==> config.mk <==
export PLATFORM = sky130hd
export DESIGN_NAME = priority_schedule_builder_unit
export DESIGN_NICKNAME = d
export VERILOG_FILES = /design/src/hw/rtl/psb_pkg.sv /design/src/hw/rtl/psb_ram.sv /design/src/hw/rtl/psb_ctrl.sv /design/src/hw/rtl/priority_schedule_builder_unit.sv
export SDC_FILE = /design/constraint.sdc
export NUM_CORES = 1
export LEC_CHECK = 0
export BUFFER_PORTS_ARGS = -buffer_cell sky130_fd_sc_hd__buf_2
export CAP_MARGIN = 20
export CORE_UTILIZATION = 30
export DETAILED_ROUTE_END_ITERATION = 6
export PLACE_DENSITY_LB_ADDON = 0.15
export SLEW_MARGIN = 0
export SYNTH_ARGS = -nofsm -noshare
export SYNTH_HDL_FRONTEND = slang
export SYNTH_SLANG_ARGS = --single-unit
==> constraint.sdc <==
create_clock -name clk_i -period 6.1 [get_ports clk_i]
set_input_delay 1.22 -clock clk_i [delete_from_list [all_inputs] [get_ports clk_i]]
set_output_delay 1.22 -clock clk_i [all_outputs]
set_load 0.05 [all_outputs]
==> src/hw/rtl/psb_pkg.sv <==
// Shared types and constants of the priority schedule builder.
package psb_pkg;

  // Default store depth
  localparam int unsigned MaxProcsDef = 16;

  // Field widths
  localparam int unsigned NumW   = 5;
  localparam int unsigned BurstW = 16;
  localparam int unsigned PrioW  = 8;
  localparam int unsigned TickW  = 20;
  localparam int unsigned TimeW  = 21;
  localparam int unsigned WaitW  = 24;

  // One stored job
  typedef struct packed {
    logic [NumW-1:0]   number;
    logic [BurstW-1:0] burst;
    logic [PrioW-1:0]  prio;
  } psb_entry_t;

  // Sequencer states
  typedef enum logic [2:0] {
    ST_IDLE,
    ST_SORT_I,
    ST_SORT_LD,
    ST_SORT_CMP,
    ST_SORT_WB,
    ST_EMIT_RD,
    ST_EMIT_OUT
  } psb_state_e;

  // Datapath controls from the sequencer
  typedef struct packed {
    logic mem_we;       // write job store
    logic wr_from_cur;  // write data is the held entry, else the input word
    logic cur_load;     // held entry takes the store read data
    logic emit;         // produce one result from the read data
    logic emit_last;    // that result closes the schedule
  } psb_ctrl_t;

endpackage

==> src/hw/rtl/psb_ram.sv <==
// Generic single-write, single-read RAM with registered read data.
module psb_ram #(
  parameter int unsigned Width = 8,
  parameter int unsigned Depth = 16,
  localparam int unsigned AddrW = (Depth > 1) ? $clog2(Depth) : 1
) (
  input  logic             clk_i,
  input  logic             we_i,
  input  logic [AddrW-1:0] waddr_i,
  input  logic [Width-1:0] wdata_i,
  input  logic [AddrW-1:0] raddr_i,
  output logic [Width-1:0] rdata_o
);

  logic [Width-1:0] mem_q [Depth];
  logic [Width-1:0] rdata_q;

  // Write port
  always_ff @(posedge clk_i) begin
    if (we_i) begin
      mem_q[waddr_i] <= wdata_i;
    end
  end

  // Registered read port
  always_ff @(posedge clk_i) begin
    rdata_q <= mem_q[raddr_i];
  end

  assign rdata_o = rdata_q;

endmodule

==> src/hw/rtl/psb_ctrl.sv <==
// Sequencer: load counting, exchange-sort loop indexes and emission count.
module psb_ctrl import psb_pkg::*; #(
  parameter int unsigned MaxProcs = MaxProcsDef,
  localparam int unsigned AddrW = (MaxProcs > 1) ? $clog2(MaxProcs) : 1,
  localparam int unsigned CntW  = $clog2(MaxProcs + 1)
) (
  input  logic             clk_i,
  input  logic             rst_ni,
  input  logic             start_i,
  input  logic             is_last_i,
  input  logic             swap_i,
  output logic             busy_o,
  output psb_ctrl_t        ctrl_o,
  output logic [AddrW-1:0] waddr_o,
  output logic [AddrW-1:0] raddr_o
);

  psb_state_e    state_q, state_d;
  logic [CntW-1:0] count_q, count_d;
  logic [CntW-1:0] i_q, i_d;
  logic [CntW-1:0] j_q, j_d;
  logic [CntW-1:0] k_q, k_d;
  logic [CntW-1:0] i_inc, j_inc, k_inc;

  assign i_inc = i_q + CntW'(1);
  assign j_inc = j_q + CntW'(1);
  assign k_inc = k_q + CntW'(1);

  // State and counters
  always_ff @(posedge clk_i or negedge rst_ni) begin
    if (!rst_ni) begin
      state_q <= ST_IDLE;
      count_q <= '0;
      i_q     <= '0;
      j_q     <= '0;
      k_q     <= '0;
    end else begin
      state_q <= state_d;
      count_q <= count_d;
      i_q     <= i_d;
      j_q     <= j_d;
      k_q     <= k_d;
    end
  end

  // Next state and controls
  always_comb begin
    state_d = state_q;
    count_d = count_q;
    i_d     = i_q;
    j_d     = j_q;
    k_d     = k_q;
    ctrl_o  = '0;
    waddr_o = count_q[AddrW-1:0];
    raddr_o = '0;

    case (state_q)
      ST_IDLE: begin
        if (start_i) begin
          // store the job unless the set is full
          if (count_q < CntW'(MaxProcs)) begin
            ctrl_o.mem_we = 1'b1;
            count_d       = count_q + CntW'(1);
          end
          if (is_last_i) begin
            i_d     = '0;
            state_d = ST_SORT_I;
          end
        end
      end

      ST_SORT_I: begin
        // outer pass ends when no later entry is left
        if (i_inc >= count_q) begin
          k_d     = '0;
          state_d = ST_EMIT_RD;
        end else begin
          raddr_o = i_q[AddrW-1:0];
          state_d = ST_SORT_LD;
        end
      end

      ST_SORT_LD: begin
        // hold entry i, fetch entry i+1
        ctrl_o.cur_load = 1'b1;
        j_d             = i_inc;
        raddr_o         = i_inc[AddrW-1:0];
        state_d         = ST_SORT_CMP;
      end

      ST_SORT_CMP: begin
        // exchange: held entry goes to slot j, entry j becomes held
        if (swap_i) begin
          ctrl_o.mem_we      = 1'b1;
          ctrl_o.wr_from_cur = 1'b1;
          ctrl_o.cur_load    = 1'b1;
        end
        waddr_o = j_q[AddrW-1:0];
        j_d     = j_inc;
        if (j_inc == count_q) begin
          state_d = ST_SORT_WB;
        end else begin
          raddr_o = j_inc[AddrW-1:0];
        end
      end

      ST_SORT_WB: begin
        // settle slot i
        ctrl_o.mem_we      = 1'b1;
        ctrl_o.wr_from_cur = 1'b1;
        waddr_o            = i_q[AddrW-1:0];
        i_d                = i_inc;
        state_d            = ST_SORT_I;
      end

      ST_EMIT_RD: begin
        raddr_o = k_q[AddrW-1:0];
        state_d = ST_EMIT_OUT;
      end

      ST_EMIT_OUT: begin
        ctrl_o.emit = 1'b1;
        if (k_inc == count_q) begin
          ctrl_o.emit_last = 1'b1;
          count_d          = '0;
          state_d          = ST_IDLE;
        end else begin
          raddr_o = k_inc[AddrW-1:0];
          k_d     = k_inc;
        end
      end

      default: begin
        state_d = ST_IDLE;
      end
    endcase
  end

  assign busy_o = (state_q != ST_IDLE);

  // Checks
  a_cmp_range: assert property (@(posedge clk_i) disable iff (!rst_ni)
    (state_q == ST_SORT_CMP) |-> (j_q > i_q && j_q < count_q))
    else $error("sort index j out of range");

  a_emit_range: assert property (@(posedge clk_i) disable iff (!rst_ni)
    (state_q == ST_EMIT_OUT) |-> (k_q < count_q))
    else $error("emit index beyond job count");

  a_count_bound: assert property (@(posedge clk_i) disable iff (!rst_ni)
    count_q <= CntW'(MaxProcs))
    else $error("job count above store depth");

endmodule

==> src/hw/rtl/priority_schedule_builder_unit.sv <==
// Top level of the priority schedule builder: job store, compare unit and timing datapath.
//
// Jobs are loaded one word per cycle while busy_o is low; each gets its arrival
// number from 1, and words beyond MaxProcs are dropped. The word with is_last_i
// set closes the set: busy_o rises and the block runs an in-place exchange sort
// on priority through one shared comparator and the one-write, one-read job store.
// It then streams one result per cycle in run order on result_strobe_o. Results
// cannot be held off: the receiver must take each word in the cycle its strobe
// is high. total_wait_o is nonzero only on the word with final_result_o set, and
// busy_o is already low in that cycle, so the next set may start loading at once.
module priority_schedule_builder_unit import psb_pkg::*; #(
  parameter int unsigned MaxProcs = MaxProcsDef
) (
  input  logic              clk_i,
  input  logic              rst_ni,
  input  logic              start_i,
  output logic              busy_o,
  input  logic [BurstW-1:0] burst_time_i,
  input  logic [PrioW-1:0]  job_priority_i,
  input  logic              is_last_i,
  output logic              result_strobe_o,
  output logic [NumW-1:0]   job_number_o,
  output logic [TickW-1:0]  start_tick_o,
  output logic [TickW-1:0]  end_tick_o,
  output logic [WaitW-1:0]  total_wait_o,
  output logic              final_result_o
);

  localparam int unsigned AddrW  = (MaxProcs > 1) ? $clog2(MaxProcs) : 1;
  localparam int unsigned EntryW = $bits(psb_entry_t);

  psb_ctrl_t        ctrl;
  logic [AddrW-1:0] waddr, raddr;
  logic             swap;
  psb_entry_t       in_entry, wdata, rdata, cur_q;
  logic [EntryW-1:0] rdata_raw;

  logic [TimeW-1:0] time_q, time_d;
  logic [WaitW-1:0] wait_q, wait_d;
  logic [TimeW-1:0] end_time;

  logic             strobe_q;
  logic [NumW-1:0]  number_q;
  logic [TickW-1:0] start_q, end_q;
  logic [WaitW-1:0] total_q;
  logic             final_q;

  // Sequencer
  psb_ctrl #(
    .MaxProcs (MaxProcs)
  ) u_ctrl (
    .clk_i     (clk_i),
    .rst_ni    (rst_ni),
    .start_i   (start_i),
    .is_last_i (is_last_i),
    .swap_i    (swap),
    .busy_o    (busy_o),
    .ctrl_o    (ctrl),
    .waddr_o   (waddr),
    .raddr_o   (raddr)
  );

  // Incoming job word; number is the load slot plus one
  always_comb begin
    in_entry.number = NumW'({1'b0, waddr} + (AddrW + 1)'(1));
    in_entry.burst  = burst_time_i;
    in_entry.prio   = job_priority_i;
  end

  assign wdata = ctrl.wr_from_cur ? cur_q : in_entry;

  // Job store
  psb_ram #(
    .Width (EntryW),
    .Depth (MaxProcs)
  ) u_store (
    .clk_i   (clk_i),
    .we_i    (ctrl.mem_we),
    .waddr_i (waddr),
    .wdata_i (wdata),
    .raddr_i (raddr),
    .rdata_o (rdata_raw)
  );

  assign rdata = psb_entry_t'(rdata_raw);

  // Shared priority comparator
  assign swap = (cur_q.prio > rdata.prio);

  // Held entry of the current outer pass
  always_ff @(posedge clk_i) begin
    if (ctrl.cur_load) begin
      cur_q <= rdata;
    end
  end

  // Tick and wait accumulation
  assign end_time = time_q + TimeW'(rdata.burst);

  always_comb begin
    time_d = time_q;
    wait_d = wait_q;
    if (ctrl.emit) begin
      time_d = end_time;
      if (rdata.burst != '0) begin
        wait_d = wait_q + WaitW'(time_q);
      end
    end
  end

  always_ff @(posedge clk_i or negedge rst_ni) begin
    if (!rst_ni) begin
      time_q <= '0;
      wait_q <= '0;
    end else if (ctrl.emit_last) begin
      time_q <= '0;
      wait_q <= '0;
    end else begin
      time_q <= time_d;
      wait_q <= wait_d;
    end
  end

  // Result word registers
  always_ff @(posedge clk_i or negedge rst_ni) begin
    if (!rst_ni) begin
      strobe_q <= 1'b0;
      final_q  <= 1'b0;
      total_q  <= '0;
    end else begin
      strobe_q <= ctrl.emit;
      final_q  <= ctrl.emit_last;
      total_q  <= ctrl.emit_last ? wait_d : '0;
    end
  end

  always_ff @(posedge clk_i) begin
    if (ctrl.emit) begin
      number_q <= rdata.number;
      start_q  <= time_q[TickW-1:0];
      end_q    <= end_time[TickW-1:0];
    end
  end

  assign result_strobe_o = strobe_q;
  assign job_number_o    = number_q;
  assign start_tick_o    = start_q;
  assign end_tick_o      = end_q;
  assign total_wait_o    = total_q;
  assign final_result_o  = final_q;

  // Checks
  a_final_frees: assert property (@(posedge clk_i) disable iff (!rst_ni)
    final_result_o |-> (result_strobe_o && !busy_o))
    else $error("final word seen while still busy");

  a_mid_busy: assert property (@(posedge clk_i) disable iff (!rst_ni)
    (result_strobe_o && !final_result_o) |-> busy_o)
    else $error("schedule ended before its final word");

  a_wait_only_final: assert property (@(posedge clk_i) disable iff (!rst_ni)
    (result_strobe_o && !final_result_o) |-> (total_wait_o == '0))
    else $error("total wait shown on a non-final word");

endmodule
# == Word-level counts from Yosys, hierarchy flattened ==
# Memory sizes are Yosys's and may differ from the RTL's. A register that Yosys moved wholly into a read port is not among the register bits.
# Cells that the tools add are included.
# word_totals
ff_bits,168
latchBits,0
ram_bits,464
romBits,0
inputBits,28
output_inout_bits,72
word_cells,93
mem_count,1
# mem_list
name,depth,width,rd,rd_clocked_by_memory_dff,write_ports,line_no,source
u_store.mem_q,16,29,1,1,1,psb_ram.sv:15,logic [Width-1:0] mem_q [Depth];
# op_classes
addsub,7
mul,0
n_div,0
order_cmp,3
eq_ne,15
shift,0
mux,39
n_bitwise,0
reduce_logical,12
# op_table
operator,n
$mux W24,4
$mux W21,2
$pmux W5 S2,4
$mux W5,7
$mux W29,1
$add A24 B21 Y24,1
$add A21 B16 Y21,1
$pmux W3 S7,1
$add A5 B1 Y5 const B,4
$pmux W4 S5,1
$mux W3,6
$reduce_bool A16 Y1,1
$mux W4,3
$eq A5 B5 Y1,2
$reduce_bool A2 Y1,5
$eq A3 B3 Y1 const B,3
$gt A8 B8 Y1,1
$ne A2 B1 Y1 const B,4
$pmux W4 S2,1
$reduce_and A4 Y1,2
$eq A3 B2 Y1 const B,2
$ne A2 B2 Y1 const B,3
$reduce_and A3 Y1,2
$add A4 B1 Y5 const B,1
other kinds (9),14

# == Depth between registers and ports, before layout ==
# Gate-level depths: netlist (run 1).
# depth
ltp_word,6
ltp_mapped,15

# == Modules after synthesis ==
# Synthesis (run 1) repeated with hierarchy kept, for this count alone.
# hier_totals
cells_unflattened,1617
area_unflattened_um2,27242.4
# by_module_without_submodules
module,instances,cells_per_inst,area_per_inst_um2,seq_area_each_um2
psb_ram,1,761,18032.3,14513.9
priority_schedule_builder_unit,1,644,7369.6,3998.8
psb_ctrl,1,212,1840.5,575.6

# == Least setup slack after synthesis (run 1) ==
# No wires, ideal clock.
# synth_path
path_kind,input to register
startpoint,in start_i
endpoint,"mem u_store.mem_q[15][0] (netlist name), enable pin"
setup_ns,0.451
arrival_time_ns,3.885
path_slack_ns,1.764
stages,5
n_path_buf,0
cell_sequence,nand2_1 > nor2_1 > nor3_1 > nand2b_1 > nor3_1
# synth_between
elab_chain_len,4
# synth_lines
item,line_no,source
"start, declared",priority_schedule_builder_unit.sv:16,"input logic start_i,"
$mux W1,psb_ctrl.sv:59,if (start_i) begin
$pmux W1 S3,psb_ctrl.sv:57,case (state_q)
$mux W1,psb_ram.sv:20,if (we_i) begin
$mux W1 (not written as such),psb_ram.sv:21,mem_q[waddr_i] <= wdata_i;
"end, declared",psb_ram.sv:15,
# Every way passes these cells.

# == Final worst setup path (run 1) ==
# layout_path
startpoint,reg u_ctrl.i_q[0]
endpoint,"reg u_store.rdata_q[10], in the netlist u_store.rdata_o[10], read port of u_store.mem_q"
# layout_between
elab_chain_len,4
# layout_lines
item,line_no,source
"start, declared",psb_ctrl.sv:20,"logic [CntW-1:0] i_q, i_d;"
"start signal, assigned",psb_ctrl.sv:40,i_q <= i_d;
$add A5 B1 Y5,psb_ctrl.sv:25,assign i_inc = i_q + CntW'(1);
$ge A5 B5 Y1,psb_ctrl.sv:74,if (i_inc >= count_q) begin
$mux W4,psb_ctrl.sv:74,
$pmux W4 S5 *,psb_ctrl.sv:57,
"end, declared",psb_ram.sv:16,logic [Width-1:0] rdata_q;
# Every way passes the cells marked *; elsewhere a longest branch is shown, timed or not.
# A chain may end at the register's enable or synchronous reset.

==> results of run 1 <==
[cell usage after synthesis (12+ instances only)]
library cell and n:
sky130_fd_sc_hd__o221ai_1 32, sky130_fd_sc_hd__buf_4 14, sky130_fd_sc_hd__o21ai_0 43, sky130_fd_sc_hd__mux2i_1 210, sky130_fd_sc_hd__buf_2 23, sky130_fd_sc_hd__or2_2 18, sky130_fd_sc_hd__and2_1 19, sky130_fd_sc_hd__a21oi_1 85
sky130_fd_sc_hd__or4_1 30, sky130_fd_sc_hd__dfrtp_1 94, sky130_fd_sc_hd__clkbuf_1 33, sky130_fd_sc_hd__edfxtp_1 538, sky130_fd_sc_hd__dfxtp_1 29, sky130_fd_sc_hd__nor3_1 19, sky130_fd_sc_hd__inv_1 39, sky130_fd_sc_hd__a21o_1 20
sky130_fd_sc_hd__nor2_1 98, sky130_fd_sc_hd__xor2_1 19, sky130_fd_sc_hd__nand3_1 28, sky130_fd_sc_hd__xnor2_1 34, sky130_fd_sc_hd__nand2b_1 12, sky130_fd_sc_hd__ha_1 58, sky130_fd_sc_hd__nor2b_1 14, sky130_fd_sc_hd__nand2_1 126
sky130_fd_sc_hd__mux2_2 26, sky130_fd_sc_hd__o22ai_1 60, sky130_fd_sc_hd__a22o_1 13
[power groups by stage]
stage / Combinational, uW / Sequential [uW] / Clock (uW)
floorplan: 15.5 / 4940 / 0
detailed placement: 53.7 / 4940 / 0
finish: 51.4 / 4850 / 4380
CTS: 53.6 / 4840 / 4500
global placement: 52.2 / 4940 / 0
global route: 58.4 / 4840 / 4670
[worst max-delay path by stage]
stage	start	to	slack, ns	cells after the start
6_report	u_ctrl.i_q[0]	u_store.rdata_o[10]	1.64	12
5_1_grt	u_ctrl.i_q[0]	u_store.rdata_o[10]	1.39	12
3_5_place_dp	u_ctrl.i_q[0]	u_store.rdata_o[8]	1.66	12
4_1_cts	u_ctrl.i_q[0]	u_store.rdata_o[10]	1.62	12
3_3_place_gp	u_ctrl.k_q[0]	u_store.rdata_o[12]	1.70	10
2_1_floorplan	start_i	u_store.mem_q[15][0]	1.76	5
[layer usage]
| metal | GRT usage | vias up |
|---|---|---|
| li1 | - | 7376 |
| met1 | 0.211 | 7963 |
| met2 | 0.263 | 325 |
| met3 | 0.0291 | 111 |
| met4 | 0.0429 | 2 |
| met5 | 0 | - |
[worst reg2reg max path: stages (launching register included)]
cell and delay, ns:
sky130_fd_sc_hd__dfrtp_1 0.52, sky130_fd_sc_hd__ha_1 0.29, sky130_fd_sc_hd__nand3_1 0.11, sky130_fd_sc_hd__xnor2_1 0.31, sky130_fd_sc_hd__ha_1 0.32, sky130_fd_sc_hd__a21o_1 0.18
sky130_fd_sc_hd__a31oi_1 0.47, sky130_fd_sc_hd__a311oi_1 0.23, sky130_fd_sc_hd__o22a_4 0.41, sky130_fd_sc_hd__or3b_2 0.91, sky130_fd_sc_hd__or2_2 0.45, sky130_fd_sc_hd__o221ai_1 0.08
sky130_fd_sc_hd__or4_1 0.13
[cells in the final DEF, fill, tap and decap left out, drive strengths merged, types with 7 or more instances in the layout]
| master | synthesis | final |
|---|---|---|
| dfxtp | 29 | 29 |
| inv | 39 | 43 |
| or2 | 31 | 31 |
| nand3 | 28 | 28 |
| nand2b | 13 | 13 |
| ha | 58 | 58 |
| clkinv | 1 | 15 |
| nor2b | 14 | 14 |
| o221ai | 32 | 32 |
| mux2 | 26 | 26 |
| a31oi | 8 | 8 |
| xnor2 | 37 | 37 |
| edfxtp | 538 | 538 |
| o21ai | 43 | 43 |
| clkbuf | 34 | 112 |
| nand2 | 126 | 126 |
| nor2 | 98 | 98 |
| a22o | 13 | 13 |
| nor3 | 19 | 19 |
| dfrtp | 94 | 94 |
| nand4 | 7 | 7 |
| o22ai | 60 | 60 |
| a21o | 20 | 20 |
| mux2i | 210 | 210 |
| a21oi | 85 | 85 |
| buf | 45 | 143 |
| xor2 | 19 | 19 |
| or4 | 30 | 30 |
| and2 | 19 | 19 |
| o211ai | 7 | 7 |
[metrics by stage]
| stage | power (uW) | hold WS (ns) | util | std cells | area (um2) |
|---|---|---|---|---|---|
| after global placement | 4990 | 0.417 | 0.325 | 3091 | 29300 |
| after detailed placement | 4990 | 0.423 | 0.325 | 3092 | 29400 |
| after CTS | 9400 | 0.438 | 0.351 | 3227 | 31700 |
| after global routing | 9570 | 0.450 | 0.352 | 3229 | 31700 |
| final | 9280 | 0.441 | 0.352 | 3230 | 31700 |
| after floorplan | 4950 | 0.404 | - | 1854 | 27400 |
[state kept, by name (all words and copies together) (netlist names), 20 cells and up]
signal,cells
u_store.mem_q,464
start_tick_o,20
end_tick_o,20
wait_q,24
cur_q,29
time_q,21
total_wait_o,24
u_store.rdata_o,29
[logic make-up (layout without fill, tap and decap cells)]
| family | count (synthesis) | in the layout | synth area share |
|---|---|---|---|
| adder cells (fa/ha/maj) | 60 | 60 | 0.0279 |
| buffers and inverters | 119 | 318 | 0.0209 |
| AO/OA/AOI/OAI | 315 | 315 | 0.0754 |
| multiplexers | 236 | 236 | 0.0873 |
| XOR/XNOR | 56 | 56 | 0.0187 |
| AND/OR/NAND/NOR | 407 | 407 | 0.0734 |
| other | 0 | 1 | 0 |
| flip-flops | 661 | 661 | 0.696 |
[layout make-up]
class	instances	area, um2
fillers	8638	58500
flip-flops and latches	661	19100
multi-input cells	1074	7820
clock buffers	112	2110
well taps	1176	1470
repair buffers	143	853
clock inverters	23	260
inverters	40	150
diodes	1	2.50
==> metrics.txt, run 1 <==
# TYPE chip_impl_metric gauge
chip_impl_metric{name="post-place-ws",unit="ns"} 1.66
chip_impl_metric{name="power_switching_share",unit=""} 0.200
chip_impl_metric{name="worst_r2r_path_depth",unit=""} 12
chip_impl_info{name="grt_setup_unrepaired",value="false"} 1
chip_impl_metric{name="drtIter0Drc",unit=""} 914
chip_impl_metric{name="die_height",unit="um"} 304
chip_impl_metric{name="yosys.cell_types.count",unit=""} 71
chip_impl_info{name="tritoncts",value="done"} 1
chip_impl_metric{name="detail_route.drc_violations",unit=""} 0
chip_impl_metric{name="power_switching",unit="uW"} 1860
chip_impl_metric{name="avgViaCountPerCell",unit=""} 4.88
chip_impl_metric{name="drv_slew",unit=""} 0
chip_impl_metric{name="clock_tree_buffer_depth",unit=""} 3
chip_impl_metric{name="design.die.area",unit="um2"} 92600
chip_impl_metric{name="worst_path_largest_cell_delay",unit="ns"} 0.90
chip_impl_info{name="cp_top_delay_family",value="simple AND/OR/NAND/NOR gates"} 1
chip_impl_metric{name="power.internal",unit="uW"} 7420
chip_impl_metric{name="core.rowCount",unit=""} 110
chip_impl_info{name="hold_path_startpoint",value="u_store.rdata_o[24]"} 1
chip_impl_metric{name="finalWeightedCongestion",unit=""} 0.842
chip_impl_info{name="top_layer_used",value="met5"} 1
chip_impl_metric{name="initial_core_util",unit=""} 0.304
chip_impl_metric{name="cts_h_tree_depth",unit=""} 3
chip_impl_metric{name="synthesis.instances",unit=""} 1854
chip_impl_metric{name="yosysWarnings",unit=""} 0
chip_impl_metric{name="worst_setup_hold_path_clk_slew",unit="ns"} 0.06
chip_impl_metric{name="num_vias",unit=""} 15800
chip_impl_metric{name="die_w",unit="um"} 304
chip_impl_metric{name="min_delay_path_depth",unit=""} 0
chip_impl_info{name="worst_hold_path.endpoint",value="cur_q[24]"} 1
chip_impl_metric{name="place.detailed.hpwl",unit="um"} 45300
chip_impl_metric{name="met2_wirelength",unit="um"} 35200
chip_impl_metric{name="grt_overflow_total",unit=""} 0
chip_impl_metric{name="layout-drive-gt1-share",unit=""} 0.156
chip_impl_metric{name="timing.final.hold_violations",unit=""} 0
chip_impl_metric{name="drt_wl_total",unit="um"} 73300
chip_impl_metric{name="post_cts_resized",unit=""} 0
chip_impl_metric{name="area_of_the_core",unit="um2"} 90300
chip_impl_info{name="outcome",value="completed"} 1
chip_impl_metric{name="finalClockSkew",unit="ns"} 0.0314
chip_impl_info{name="critPathLaunchType",value="flop"} 1
chip_impl_metric{name="setup_ws",unit="ns"} 1.64
chip_impl_metric{name="pin_count_of_the_biggest_net_entering_global_routing",unit=""} 67
chip_impl_metric{name="number_of_sinks_handled_by_clock_tree_synthesis",unit=""} 661
chip_impl_metric{name="finalNetCount",unit=""} 2083
chip_impl_info{name="synth_top_cells_by_area",value="sky130_fd_sc_hd__edfxtp_1 (59%), sky130_fd_sc_hd__dfrtp_1 (8.6%), sky130_fd_sc_hd__mux2i_1 (7.7%)"} 1
chip_impl_info{name="worstPathCellList",value="ha_1 > nand3_1 > xnor2_1 > ha_1 > a21o_1 > a31oi_1 > a311oi_1 > o22a_4 > or3b_2 > or2_2 > o221ai_1 > or4_1"} 1
chip_impl_metric{name="required",unit="ns"} 6.65
chip_impl_info{name="cp_slowest_cell",value="sky130_fd_sc_hd__or3b_2"} 1
chip_impl_metric{name="final.min_clock_period",unit="ns"} 4.46
chip_impl_metric{name="seq_area_frac_synth",unit=""} 0.696
chip_impl_info{name="cp_common_cell",value="sky130_fd_sc_hd__ha_1"} 1
chip_impl_metric{name="power.combinational.fraction",unit=""} 0.006
chip_impl_metric{name="relSlewSlack",unit=""} 0.266
chip_impl_metric{name="worst-slew-pin-transition",unit="ns"} 1.10
chip_impl_metric{name="grt_pass1_wl",unit="um"} 109000
chip_impl_metric{name="power.static_leakage",unit="uW"} 0.0127
chip_impl_metric{name="worst_voltage_drop_across_the_vdd_grid",unit="uV"} 158
chip_impl_metric{name="postCtsHoldBufs",unit=""} 0
chip_impl_metric{name="post-cts-setup-buffer-count",unit=""} 0
chip_impl_info{name="min_path_type",value="flop to flop"} 1
chip_impl_metric{name="worst-endpoint-arrival",unit="ns"} 5.01
chip_impl_metric{name="net_count_after_synthesis",unit=""} 1942
chip_impl_metric{name="avgSynthCellArea",unit="um2"} 14.8
chip_impl_metric{name="route.antenna.remaining_nets",unit=""} 0
chip_impl_info{name="worstSetupEndpointType",value="flop"} 1
chip_impl_metric{name="average_routed_wire_per_standard_cell",unit="um"} 22.7
chip_impl_metric{name="insertion_delay",unit="ns"} 0.62
chip_impl_metric{name="io_buffer_count",unit=""} 99
chip_impl_metric{name="synthToLayoutAreaGrowth",unit="%"} 15.8
chip_impl_metric{name="flop_pwr_share",unit=""} 0.522
chip_impl_metric{name="timing.final.setup_violations",unit=""} 0
chip_impl_metric{name="synth-edff-count",unit=""} 538
chip_impl_info{name="reg2reg_from",value="u_ctrl.i_q[0]"} 1
chip_impl_metric{name="floorplan.io_pins",unit=""} 100
chip_impl_metric{name="wl_met3",unit="um"} 3270
chip_impl_metric{name="number_of_global_route_vias_before_repair",unit=""} 16000
chip_impl_metric{name="critPathBufInv",unit=""} 0
chip_impl_metric{name="maxCapViolCount",unit=""} 0
chip_impl_info{name="type_of_the_worst_setup_path",value="flop to flop"} 1
chip_impl_metric{name="clock_power_share",unit=""} 0.472
chip_impl_metric{name="clock.fmax",unit="MHz"} 224
chip_impl_metric{name="power-per-cell-area",unit="nW/um2"} 292
chip_impl_metric{name="gr-usage-all-layers",unit=""} 0.158
chip_impl_metric{name="synthesis.area",unit="um2"} 27400
chip_impl_metric{name="fin_setup_tns",unit="ns"} 0
chip_impl_metric{name="cts_inserted_buffers",unit=""} 75
chip_impl_metric{name="detail_route.first_pass.iterations",unit=""} 5
chip_impl_metric{name="synthArstFlopShare",unit=""} 0.142
chip_impl_info{name="cts_root_buf",value="sky130_fd_sc_hd__clkbuf_16"} 1
chip_impl_metric{name="netlist.area_leader.share",unit=""} 0.589
chip_impl_info{name="postSynth.topFlopCell",value="sky130_fd_sc_hd__edfxtp_1"} 1
chip_impl_metric{name="wl_met1",unit="um"} 33200
chip_impl_metric{name="regToRegSetupSlack",unit="ns"} 1.64
chip_impl_info{name="synth.largest_area_cell",value="sky130_fd_sc_hd__edfxtp_1"} 1
chip_impl_metric{name="yosys_register_bits",unit=""} 661
chip_impl_info{name="timing.rr.end",value="u_store.rdata_o[10]"} 1
chip_impl_metric{name="final.period_utilization",unit=""} 0.731
chip_impl_metric{name="critPathMaxFanout",unit=""} 29
chip_impl_metric{name="grt_antenna_before_repair",unit=""} 4
Note: power is estimated with default switching activity, not from simulation.
==> run 2, diff against run 1 <==
clock period = 4.37 ns   (was 6.1 ns; I/O delays follow)
==> metrics.txt, run 2 (synthesis gave the netlist of run 1 again) <==
# TYPE chip_impl_metric gauge
chip_impl_metric{name="postCtsHoldBufs",unit=""} 0
chip_impl_metric{name="average_routed_wire_per_standard_cell",unit="um"} 22.9
chip_impl_metric{name="regToRegSetupSlack",unit="ns"} 0.56
chip_impl_metric{name="antenna_cells_inserted",unit=""} 0
chip_impl_metric{name="finalNetCount",unit=""} 2118
chip_impl_info{name="registers.top_by_ff_count",value="u_store.mem_q"} 1
chip_impl_info{name="min_path_type",value="input pin to async pin"} 1
chip_impl_metric{name="detail_route.first_pass.iterations",unit=""} 5
chip_impl_metric{name="timing.final.hold_violations",unit=""} 0
chip_impl_metric{name="pin_count_of_the_biggest_net_entering_global_routing",unit=""} 48
chip_impl_metric{name="n_fill_cell",unit=""} 8625
chip_impl_metric{name="grt_overflow_total",unit=""} 0
chip_impl_metric{name="route.antenna.remaining_nets",unit=""} 0
chip_impl_metric{name="grt_pass1_wl",unit="um"} 109000
chip_impl_metric{name="number_of_global_route_vias_before_repair",unit=""} 16200
chip_impl_metric{name="detail_route.drc_violations",unit=""} 0
chip_impl_info{name="tritoncts",value="done"} 1
chip_impl_info{name="cts_root_buf",value="sky130_fd_sc_hd__clkbuf_16"} 1
chip_impl_metric{name="final.period_utilization",unit=""} 0.872
chip_impl_metric{name="maxCapViolCount",unit=""} 0
chip_impl_metric{name="initial_core_util",unit=""} 0.304
chip_impl_metric{name="drtIter0Drc",unit=""} 981
chip_impl_metric{name="fin_setup_tns",unit="ns"} 0
chip_impl_info{name="critPathLaunchType",value="flop"} 1
chip_impl_metric{name="timing.final.setup_violations",unit=""} 0
chip_impl_metric{name="die_height",unit="um"} 304
chip_impl_info{name="outcome",value="completed"} 1
chip_impl_metric{name="critPathMaxFanout",unit=""} 14
chip_impl_info{name="worstPathCellList",value="nand2b_1 > nor2_1 > nand2_1 > o211ai_1 > o21ai_0 > inv_1 > ha_1 > nand2b_1 > nor2b_4 > buf_4"} 1
chip_impl_metric{name="io_buffer_count",unit=""} 99
chip_impl_metric{name="finalCoreUtilization",unit=""} 0.357
chip_impl_metric{name="gr-usage-all-layers",unit=""} 0.160
chip_impl_metric{name="finalClockSkew",unit="ns"} 0.0239
chip_impl_info{name="layout.cells.most_common_list",value="sky130_fd_sc_hd__edfxtp_1 (538), sky130_fd_sc_hd__mux2i_1 (210), sky130_fd_sc_hd__nand2_1 (126)"} 1
chip_impl_metric{name="power.static_leakage",unit="uW"} 0.0130
chip_impl_metric{name="largest_reg_flops",unit=""} 464
chip_impl_metric{name="cts_inserted_buffers",unit=""} 73
chip_impl_metric{name="worst-slew-pin-transition",unit="ns"} 1.09
chip_impl_metric{name="post-cts-setup-buffer-count",unit=""} 0
chip_impl_metric{name="finalWeightedCongestion",unit=""} 0.846
chip_impl_metric{name="drt_wl_total",unit="um"} 74700
chip_impl_metric{name="place.detailed.hpwl",unit="um"} 45900
chip_impl_metric{name="final.min_clock_period",unit="ns"} 3.81
chip_impl_info{name="grt_setup_unrepaired",value="false"} 1
chip_impl_metric{name="cts_h_tree_depth",unit=""} 3
chip_impl_metric{name="worst-endpoint-arrival",unit="ns"} 4.11
chip_impl_metric{name="floorplan.io_pins",unit=""} 100
chip_impl_metric{name="layout-drive-gt1-share",unit=""} 0.170
chip_impl_metric{name="worst_voltage_drop_across_the_vdd_grid",unit="uV"} 212
chip_impl_info{name="cp_slowest_cell",value="sky130_fd_sc_hd__dfrtp_1"} 1
chip_impl_metric{name="clock_tree_buffer_depth",unit=""} 3
chip_impl_metric{name="worst_path_largest_cell_delay",unit="ns"} 0.57
chip_impl_metric{name="grt_antenna_before_repair",unit=""} 3
chip_impl_metric{name="die_w",unit="um"} 304
chip_impl_metric{name="design.die.area",unit="um2"} 92600
chip_impl_metric{name="required",unit="ns"} 4.67
chip_impl_metric{name="relSlewSlack",unit=""} 0.264
chip_impl_metric{name="num_vias",unit=""} 16000
chip_impl_metric{name="insertion_delay",unit="ns"} 0.62
chip_impl_metric{name="drv_slew",unit=""} 0
chip_impl_metric{name="power-per-cell-area",unit="nW/um2"} 396
chip_impl_metric{name="area_of_the_core",unit="um2"} 90300
chip_impl_info{name="cp_common_cell",value="sky130_fd_sc_hd__nand2b_1"} 1
chip_impl_metric{name="clock.fmax",unit="MHz"} 263
chip_impl_metric{name="synthToLayoutAreaGrowth",unit="%"} 17.5
chip_impl_info{name="mostFrequentLayoutCell",value="sky130_fd_sc_hd__edfxtp_1"} 1
chip_impl_metric{name="core.rowCount",unit=""} 110
chip_impl_metric{name="post_cts_resized",unit=""} 0
chip_impl_metric{name="avgViaCountPerCell",unit=""} 4.90
chip_impl_metric{name="number_of_sinks_handled_by_clock_tree_synthesis",unit=""} 661
chip_impl_info{name="worstSetupEndpointType",value="flop"} 1
chip_impl_metric{name="worst_setup_hold_path_clk_slew",unit="ns"} 0.06
chip_impl_info{name="type_of_the_worst_setup_path",value="flop to flop"} 1
## run 2: cell types whose count changed in the layout (fill, tap and decap cells not counted), moves of 2 or more
| cell | change |
|---|---|
| sky130_fd_sc_hd__buf_12 | +22 |
| sky130_fd_sc_hd__buf_4 | +15 |
| sky130_fd_sc_hd__clkbuf_1 | -5 |
| sky130_fd_sc_hd__clkbuf_8 | -6 |
| sky130_fd_sc_hd__clkinv_1 | +8 |
| sky130_fd_sc_hd__clkinv_2 | +2 |
| sky130_fd_sc_hd__clkinvlp_4 | +3 |
## run 2: power by group
part	total (uW)	internal (uW)	switching, uW	leakage, uW
logic	70.0	15.8	54.2	0.00556
clock network	5940	3410	2530	0.00111
registers	6760	6760	0.687	0.00632
total	12800	10200	2590	0.0130
## run 2: critical path, delay by kind of cell (launching register included)
kind / cells / cell delay [ns]
simple gates: 5 / 1.61
flops: 1 / 0.57
compound gates: 2 / 0.52
buf+inv: 2 / 0.52
fa+ha+maj: 1 / 0.25
## run 2: stage by stage
stage | hold WS [ns] | setup WS [ns] | cells | area (um2) | power, uW
6_report | 0.297 | 0.561 | 3267 | 32200 | 12800
5_1_grt | 0.339 | 0.298 | 3267 | 32200 | 13200
4_1_cts | 0.294 | 0.454 | 3264 | 32200 | 13000
3_5_place_dp | 0.418 | 0.521 | 3128 | 29900 | 6970
3_3_place_gp | 0.416 | 0.553 | 3128 | 29900 | 6960
2_1_floorplan | 0.404 | 0.0931 | 1854 | 27400 | 6920
## run 2: cell type report
| class | count | area [um2] | share of cell area |
|---|---|---|---|
| clock buffers | 101 | 2000 | 0.0622 |
| clock inverters | 35 | 290 | 0.00901 |
| inverters | 40 | 150 | 0.00466 |
| multi-input cells | 1074 | 7820 | 0.243 |
| flip-flops and latches | 661 | 19100 | 0.592 |
| well taps | 1176 | 1470 | 0.0457 |
| repair buffers | 180 | 1410 | 0.0436 |
## run 2: final timing paths
path / cells past startpoint / endpoint / start
max in group asynchronous: 2 / time_q[17] / rst_ni
min in group clk_i: 0 / job_number_o[2] / u_store.rdata_o[26]
worst min-delay path: 1 / result_strobe_o / rst_ni
worst max register to register: 10 / u_store.mem_q[7][5] / u_ctrl.state_q[1]
worst max-delay path: 10 / u_store.mem_q[7][5] / u_ctrl.state_q[1]
worst min register to register: 0 / job_number_o[2] / u_store.rdata_o[26]
## run 2: metal layers
metal,vias to the layer above,share of wire,GRT usage,routed length (um)
met5,-,0.00019,0,14
met4,2,0.020,0.0449,1500
met3,95,0.040,0.0248,2960
met2,336,0.48,0.265,35800
met1,8108,0.46,0.217,34500
li1,7458,-,-,-
